[config.mk]
export PLATFORM = sky130hd
export DESIGN_NAME = trs_cordic
export DESIGN_NICKNAME = d
export VERILOG_FILES = /design/src/hw/rtl/assert_macros.svh /design/src/hw/rtl/trs_pkg.sv /design/src/hw/rtl/trs_cordic.sv
export SDC_FILE = /design/constraint.sdc
export NUM_CORES = 2
export LEC_CHECK = 0
export BUFFER_PORTS_ARGS = -buffer_cell sky130_fd_sc_hd__buf_2
export CORE_ASPECT_RATIO = 1.1
export CORE_MARGIN = 2
export CORE_UTILIZATION = 66
export DETAILED_ROUTE_END_ITERATION = 10
export HOLD_SLACK_MARGIN = 0.06
export PLACE_DENSITY_LB_ADDON = 0.12
export SETUP_SLACK_MARGIN = 0.2
export SLEW_MARGIN = 25
export SYNTH_ARGS = -nofsm -noshare
export SYNTH_HDL_FRONTEND = slang
export SYNTH_SLANG_ARGS = --single-unit
[constraint.sdc]
create_clock -name i_clk -period 5.7 [get_ports i_clk]
set_input_delay 0.285 -clock i_clk [delete_from_list [all_inputs] [get_ports i_clk]]
set_output_delay 0.285 -clock i_clk [all_outputs]
set_load 0.01 [all_outputs]
[src/hw/rtl/assert_macros.svh]
// Assertion helpers for the matrix builder
`ifndef ASSERT_MACROS_SVH
`define ASSERT_MACROS_SVH

// same-cycle implication, clocked on i_clk, off during reset
`define ASSERT_NOW(lbl, ante, cons, msg) \
    lbl: assert property (@(posedge i_clk) disable iff (!i_rst_n) (ante) |-> (cons)) \
        else $error(msg);

// next-cycle implication
`define ASSERT_NEXT(lbl, ante, cons, msg) \
    lbl: assert property (@(posedge i_clk) disable iff (!i_rst_n) (ante) |=> (cons)) \
        else $error(msg);

`endif

[src/hw/rtl/trs_pkg.sv]
// ----------------------------------------------------------------------------
// trs_pkg
// Shared constants, types and arithmetic helpers for the TRS matrix builder.
// ----------------------------------------------------------------------------
package trs_pkg;

    typedef logic signed [31:0] t_q32;
    typedef logic signed [34:0] t_ang;
    typedef logic signed [33:0] t_cvec;

    localparam int unsigned CordicStagesDef = 16;
    localparam int unsigned AtanLen         = 24;
    localparam int unsigned FracBits        = 16;

    localparam t_ang  PiQ30     = 35'sd3373259426;
    localparam t_ang  HalfPiQ30 = 35'sd1686629713;
    localparam t_ang  TwoPiQ30  = 35'sd6746518852;
    localparam t_cvec GainQ30   = 34'sd652032874;
    localparam t_q32  UnityQ    = 32'sd1 <<< FracBits;

    localparam logic [1:0] LastCol = 2'd3;

    localparam logic [31:0] AtanQ30 [AtanLen] = '{
        32'h3243F6A8, 32'h1DAC6705, 32'h0FADBAFC, 32'h07F56EA6, 32'h03FEAB76,
        32'h01FFD55B, 32'h00FFFAAA, 32'h007FFF55, 32'h003FFFEA, 32'h001FFFFD,
        32'h000FFFFF, 32'h0007FFFF, 32'h0003FFFF, 32'h0001FFFF, 32'h0000FFFF,
        32'h00007FFF, 32'h00003FFF, 32'h00001FFF, 32'h00000FFF, 32'h000007FF,
        32'h000003FF, 32'h000001FF, 32'h000000FF, 32'h0000007F
    };

    // Q30 product, round half up, back to Q30
    function automatic t_q32 mul30(input t_q32 a, input t_q32 b);
        logic signed [63:0] p;
        logic signed [63:0] q;
        begin
            p = a * b;
            q = (p + 64'sd536870912) >>> 30;
            return q[31:0];
        end
    endfunction

    // Q30 by Q16.16 product already formed: round, shift, saturate
    function automatic t_q32 rnd_sat(input logic signed [63:0] p);
        logic signed [63:0] q;
        begin
            q = (p + 64'sd536870912) >>> 30;
            if (q > 64'sd2147483647) begin
                return 32'sh7FFFFFFF;
            end else if (q < -64'sd2147483648) begin
                return 32'sh80000000;
            end
            return q[31:0];
        end
    endfunction

endpackage

[src/hw/rtl/trs_cordic.sv]
// ----------------------------------------------------------------------------
// trs_cordic
// Pipelined sine/cosine lane: range wrap, quadrant fold, one CORDIC
// iteration per stage, sign fix-up.
// ----------------------------------------------------------------------------
module trs_cordic
    import trs_pkg::*;
#(
    parameter int unsigned CORDIC_STAGES = CordicStagesDef
) (
    input  logic                i_clk,
    input  logic                i_en,
    input  logic signed [15:0]  i_angle,
    output t_q32                o_sin,
    output t_q32                o_cos
);

    t_ang  r_wa;
    t_ang  n_wa;
    t_ang  r_fa;
    t_ang  n_fa;
    logic  r_fneg;
    logic  n_fneg;

    t_cvec r_x  [CORDIC_STAGES];
    t_cvec r_y  [CORDIC_STAGES];
    t_ang  r_a  [CORDIC_STAGES];
    logic  r_ng [CORDIC_STAGES];

    t_q32  r_sin;
    t_q32  r_cos;

    always_comb begin
        t_ang a0;
        a0 = {i_angle[15], i_angle, 18'd0};
        if (a0 > PiQ30) begin
            n_wa = a0 - TwoPiQ30;
        end else if (a0 < -PiQ30) begin
            n_wa = a0 + TwoPiQ30;
        end else begin
            n_wa = a0;
        end
    end

    always_comb begin
        if (r_wa > HalfPiQ30) begin
            n_fa   = r_wa - PiQ30;
            n_fneg = 1'b1;
        end else if (r_wa < -HalfPiQ30) begin
            n_fa   = r_wa + PiQ30;
            n_fneg = 1'b1;
        end else begin
            n_fa   = r_wa;
            n_fneg = 1'b0;
        end
    end

    always_ff @(posedge i_clk) begin
        if (i_en) begin
            r_wa   <= n_wa;
            r_fa   <= n_fa;
            r_fneg <= n_fneg;
        end
    end

    for (genvar i = 0; i < CORDIC_STAGES; i++) begin : g_stage
        t_cvec px;
        t_cvec py;
        t_ang  pa;
        logic  pn;
        t_ang  at;

        if (i == 0) begin : g_first
            assign px = GainQ30;
            assign py = '0;
            assign pa = r_fa;
            assign pn = r_fneg;
        end else begin : g_next
            assign px = r_x[i-1];
            assign py = r_y[i-1];
            assign pa = r_a[i-1];
            assign pn = r_ng[i-1];
        end

        assign at = $signed({3'd0, AtanQ30[i]});

        always_ff @(posedge i_clk) begin
            if (i_en) begin
                if (pa >= 0) begin
                    r_x[i] <= px - (py >>> i);
                    r_y[i] <= py + (px >>> i);
                    r_a[i] <= pa - at;
                end else begin
                    r_x[i] <= px + (py >>> i);
                    r_y[i] <= py - (px >>> i);
                    r_a[i] <= pa + at;
                end
                r_ng[i] <= pn;
            end
        end
    end

    always_ff @(posedge i_clk) begin
        if (i_en) begin
            if (r_ng[CORDIC_STAGES-1]) begin
                r_sin <= t_q32'(-r_y[CORDIC_STAGES-1]);
                r_cos <= t_q32'(-r_x[CORDIC_STAGES-1]);
            end else begin
                r_sin <= t_q32'(r_y[CORDIC_STAGES-1]);
                r_cos <= t_q32'(r_x[CORDIC_STAGES-1]);
            end
        end
    end

    assign o_sin = r_sin;
    assign o_cos = r_cos;

endmodule
# --- Yosys cells after proc, flatten, opt, wreduce, memory -nomap -nowiden ---
# Memory sizes are Yosys's and may differ from the RTL's.
# Cells that the tools add are included.
# Widths: inputs -> output; s select.
totals:
  reg_bits: 135
  ram_bits: 1664
  out_inout_bits: 64
  wordCells: 328
  mem_count: 4
memory_table:
  columns: ["name", "words", "word_bits", "read_ports", "rd_ports_with_merged_regs", "write_ports", "line_no", "text"]
  rows:
  - ["r_a", 16, 35, 15, 0, 16, "trs_cordic.sv:27", "t_ang r_a [CORDIC_STAGES];"]
  - ["r_x", 16, 34, 16, 0, 16, "trs_cordic.sv:25", "t_cvec r_x [CORDIC_STAGES];"]
  - ["r_y", 16, 34, 16, 0, 16, "trs_cordic.sv:26", "t_cvec r_y [CORDIC_STAGES];"]
  - ["r_ng", 16, 1, 16, 0, 16, "trs_cordic.sv:28", "logic r_ng [CORDIC_STAGES];"]
classes:
  addsub: 98
  n_lt_le_gt_ge: 20
  mux: 153
  bitwise_logic: 48
op_table:
  columns: ["cell", "n"]
  rows:
  - ["$mux 34", 32]
  - ["$mux 35", 20]
  - ["$ge 35x1->1 const B", 16]
  - ["$mux 1", 99]
  - ["$add 34x19->34", 2]
  - ["$add 34x20->34", 2]
  - ["$add 34x21->34", 2]
  - ["$add 34x22->34", 2]
  - ["$add 34x23->34", 2]
  - ["$add 34x24->34", 2]
  - ["$add 34x25->34", 2]
  - ["$add 34x26->34", 2]
  - ["$add 34x27->34", 2]
  - ["$add 34x28->34", 2]
  - ["$add 34x29->34", 2]
  - ["$add 34x30->34", 2]
  - ["$add 34x31->34", 2]
  - ["$add 34x32->34", 2]
  - ["$add 34x33->34", 2]
  - ["$sub 34x19->34", 2]
  - ["$sub 34x20->34", 2]
  - ["$sub 34x21->34", 2]
  - ["$sub 34x22->34", 2]
  - ["$sub 34x23->34", 2]
  - ["53 further kinds", 112]

# --- Longest topological paths before layout ---
# An unclocked memory read counts as a cell.
depth:
  depth_word: 6
  ltp_mapped: 22

# --- Worst setup path after synthesis ---
# No wires, ideal clock.
synth_path:
  path_type: "input-to-reg"
  startpoint: "input i_en"
  endpoint: "memory r_a[1][173] in the netlist's numbering (data pin)"
  setup_ns: 0.258
  arrival_time_ns: 4.715
  path_slack_ns: 0.727
  path_stages: 19
  n_path_buf: 4
  path_cell_list: "clkbuf_1 -> clkbuf_1 -> nand2_1 -> inv_1 -> clkbuf_1 -> buf_1 -> ha_1 -> inv_1 -> fa_1 -> nor2b_1 -> o21ai_0 -> a21oi_1 -> o211ai_1 -> o311ai_0 -> a21oi_1 -> o31ai_1 -> a311o_1 -> a21oi_1 -> xnor2_1"
synth_rtl:
  columns: ["element", "line_no", "text"]
  rows:
  - ["start: declaration", "trs_cordic.sv:12", "input logic i_en,"]
  - ["end: declaration", "trs_cordic.sv:27", null]

==> results.json <==
{
  "outcome": "finished clean",
  "dpl_worst_slack_ps": 200,
  "gp_congestion": 1.00,
  "rsz0062_at_grt": "yes",
  "crit_required_ps": 6280,
  "worstPathCellList": "or3_1, or3b_2, or2_2, or3_1, or3_1, o21ai_1, xor2_1, ha_2, and4_1, and3_1, o31a_1, a311oi_2, a21oi_2, a2111oi_2, buf_4, o21bai_1, a21oi_1, xnor2_1",
  "post_synth.cell_area_avg_sq_um": 9.55,
  "fp.dieH_um": 477,
  "portBuffers": 81,
  "min_from": "i_angle[2]",
  "clk_pin_slew_ps": 60,
  "tritoncts": "built",
  "ios": 82,
  "end_kind": "register",
  "grt_use_total_pct": 33.2,
  "cp_slowest_stage_delay_ps": 460,
  "synth_top_family_by_area": "compound AO/OA/AOI/OAI gates",
  "synth.area.mux_share_pct": 0.881,
  "timing.fmax_ghz": 0.188,
  "drtPass1Iterations": 6,
  "arrival_ps": 5900,
  "ys_warn_count": 0,
  "worst_pin_slew_ps": 1110,
  "ys.flop_type": "edfxtp_1",
  "nets": 15705,
  "dp_hpwl_um": 275000,
  "grt_remaining_overflow": 0,
  "crit_fanout": 7,
  "crit_top_cell": "or3_1",
  "synthAdderAreaFrac_pct": 14.2,
  "clock_skew_ps": 33.6,
  "clk_latency_ps": 860,
  "core_area_sq_um": 202000,
  "synth_top_area_share_pct": 35.8,
  "yosys.area_share.simple_pct": 13.7,
  "postSynthNetCount": 15546,
  "synth-edff-count": 1597,
  "root_buffer": "clkbuf_16",
  "fill_cells": 15043,
  "slew_headroom_pct": 25.3,
  "netlist_area_sq_um": 134000,
  "dr.first_iter.drc_count": 10641,
  "routed_wirelength_um": 355000,
  "hold_class": "in -> reg",
  "synth_cell_types": 104,
  "vias": 110215,
  "num_rows": 173,
  "r2r_setup_slack_ps": 380,
  "numCtsBuffers": 174,
  "period_share_pct": 93.3,
  "post_synth_xor_area_fraction_pct": 12.3,
  "setup_viol": 0,
  "crit_start": "r_x[1][49]",
  "post-route-min-period_ps": 5320,
  "synthTopCellsByArea": "edfxtp_1 36%, ha_1 14%, xnor2_1 8.5%",
  "yosysTopAreaCell": "edfxtp_1",
  "hold_viol": 0,
  "syn2layout_area_growth_pct": 7.57,
  "yosys_register_bits": 1597,
  "start_util_pct": 66.4,
  "synth_commonest_cells": "1597 x edfxtp_1, 1454 x ha_1, 1349 x a21oi_1, 1297 x xnor2_1, 1119 x nor2_1",
  "cp-start-kind": "register",
  "synth_compound_area_share_pct": 20.6,
  "synthCells": 14033,
  "critical_path_class": "reg -> reg",
  "antenna_found_initial": 2,
  "yosysMostFrequentCell": "edfxtp_1",
  "grt_max_degree": 172,
  "die_x_um": 434,
  "slew_viol_final": 0,
  "fin_util_pct": 71.4,
  "vias_per_cell": 6.47,
  "grt_pass1_vias": 105893,
  "cts.htree.levels": 4,
  "ant_nets": 0,
  "dieArea_sq_um": 207000,
  "seq_area_frac_synth_pct": 35.8,
  "async_flop_share_pct": 0,
  "drv_cap": 0,
  "setup_ws_ps": 381,
  "wire_per_inst_um": 20.8,
  "clock-sinks": 1597,
  "timing.rr.start": "r_x[1][49]",
  "drive_above_1_share_pct": 4.76,
  "grt_first_pass_wirelength_um": 558000,
  "drc": 0,
  "fin_tns_setup_ps": 0,
  "slowest_stage": "edfxtp_1",
  "clockBufferDepth": 3
}
==> per-layer routing <==
metal  track usage [%]  wire length [um]  vias to the layer above
met2              55.5            167000                     3992
met4              13.2             14500                        0
met3              3.54             21800                      789
met1              44.2            151000                    52571
met5                 0                 0                        -
li1                  -                 -                    52863
==> timing repair <==
action	CTS	global route
resized for setup	1	21
endpoints found under the hold margin	41	0
pin swaps	0	1
buffers inserted	0	3
setup endpoints to repair	1	14
hold buffers	26	0
==> metrics by stage <==
step,hold slack (ps),std cells,instance area [sq um]
2_1_floorplan,397,14033,134000
3_3_place_gp,403,16699,138000
3_5_place_dp,406,16699,138000
4_1_cts,289,17039,144000
5_1_grt,381,17043,144000
6_report,353,17043,144000
==> sequential cells by signal (all words and copies together), names as in the netlist <==
signal      count
r_ng           16
o_sin          32
g_stage.pa     29
r_a           477
r_y           509
o_cos          32
r_x           482
r_wa           20
==> critical path, delay by kind of cell, from the launching register on <==
kind                       cells  cell delay (ps)
adders and majority gates      1              340
AOI/OAI and AO/OA              7             1380
xor gates and xnor gates       2              260
DFF                            1              460
buffers and inverters          1              170
and+or+nand+nor                7             2430
==> logic make-up after synthesis <==
group,after synthesis
AO/OA/AOI/OAI,4287
AND/OR/NAND/NOR,3753
XOR/XNOR,1881
flip-flops,1597
adder cells (fa/ha/maj),1495
buffers and inverters,907
multiplexers,113
==> cells in the final DEF (no fill, tap or decap), types with 181 or more instances in the layout <==
cell and count:
edfxtp_1 1597, nor2_1 1119, o21bai_1 199, o21a_1 218, inv_1 648, a21oi_1 1348, a21o_1 577, nand2b_1 195
xor2_1 582, nor2b_1 181, nand2_1 762, o21ai_0 769, xnor2_1 1297, ha_1 1453, nand3_1 286, nor3_1 399
==> layout make-up <==
class / count / area [sq um] / area share (%)
well taps: 2712 / 3390 / 2.35
multi-input cells: 11529 / 82800 / 57.4
inverters: 661 / 2480 / 1.72
repair buffers: 229 / 1680 / 1.17
diodes: 1 / 2.50 / 0.00174
flip-flops and latches: 1597 / 48000 / 33.3
clock inverters: 114 / 1380 / 0.954
clock buffers: 200 / 4490 / 3.12
==> worst paths after layout <==
| kind | cells past startpoint | to |
|---|---|---|
| hold reg to reg | 0 | r_ng[0][4] |
| setup / recovery | 18 | r_y[1][101] |
| hold / removal | 3 | r_wa[20] |
| setup reg to reg | 18 | r_y[1][101] |
Power is left out: the tool's default activity adds up to more than one toggle a clock period on the data nets, which glitch-free logic cannot reach.
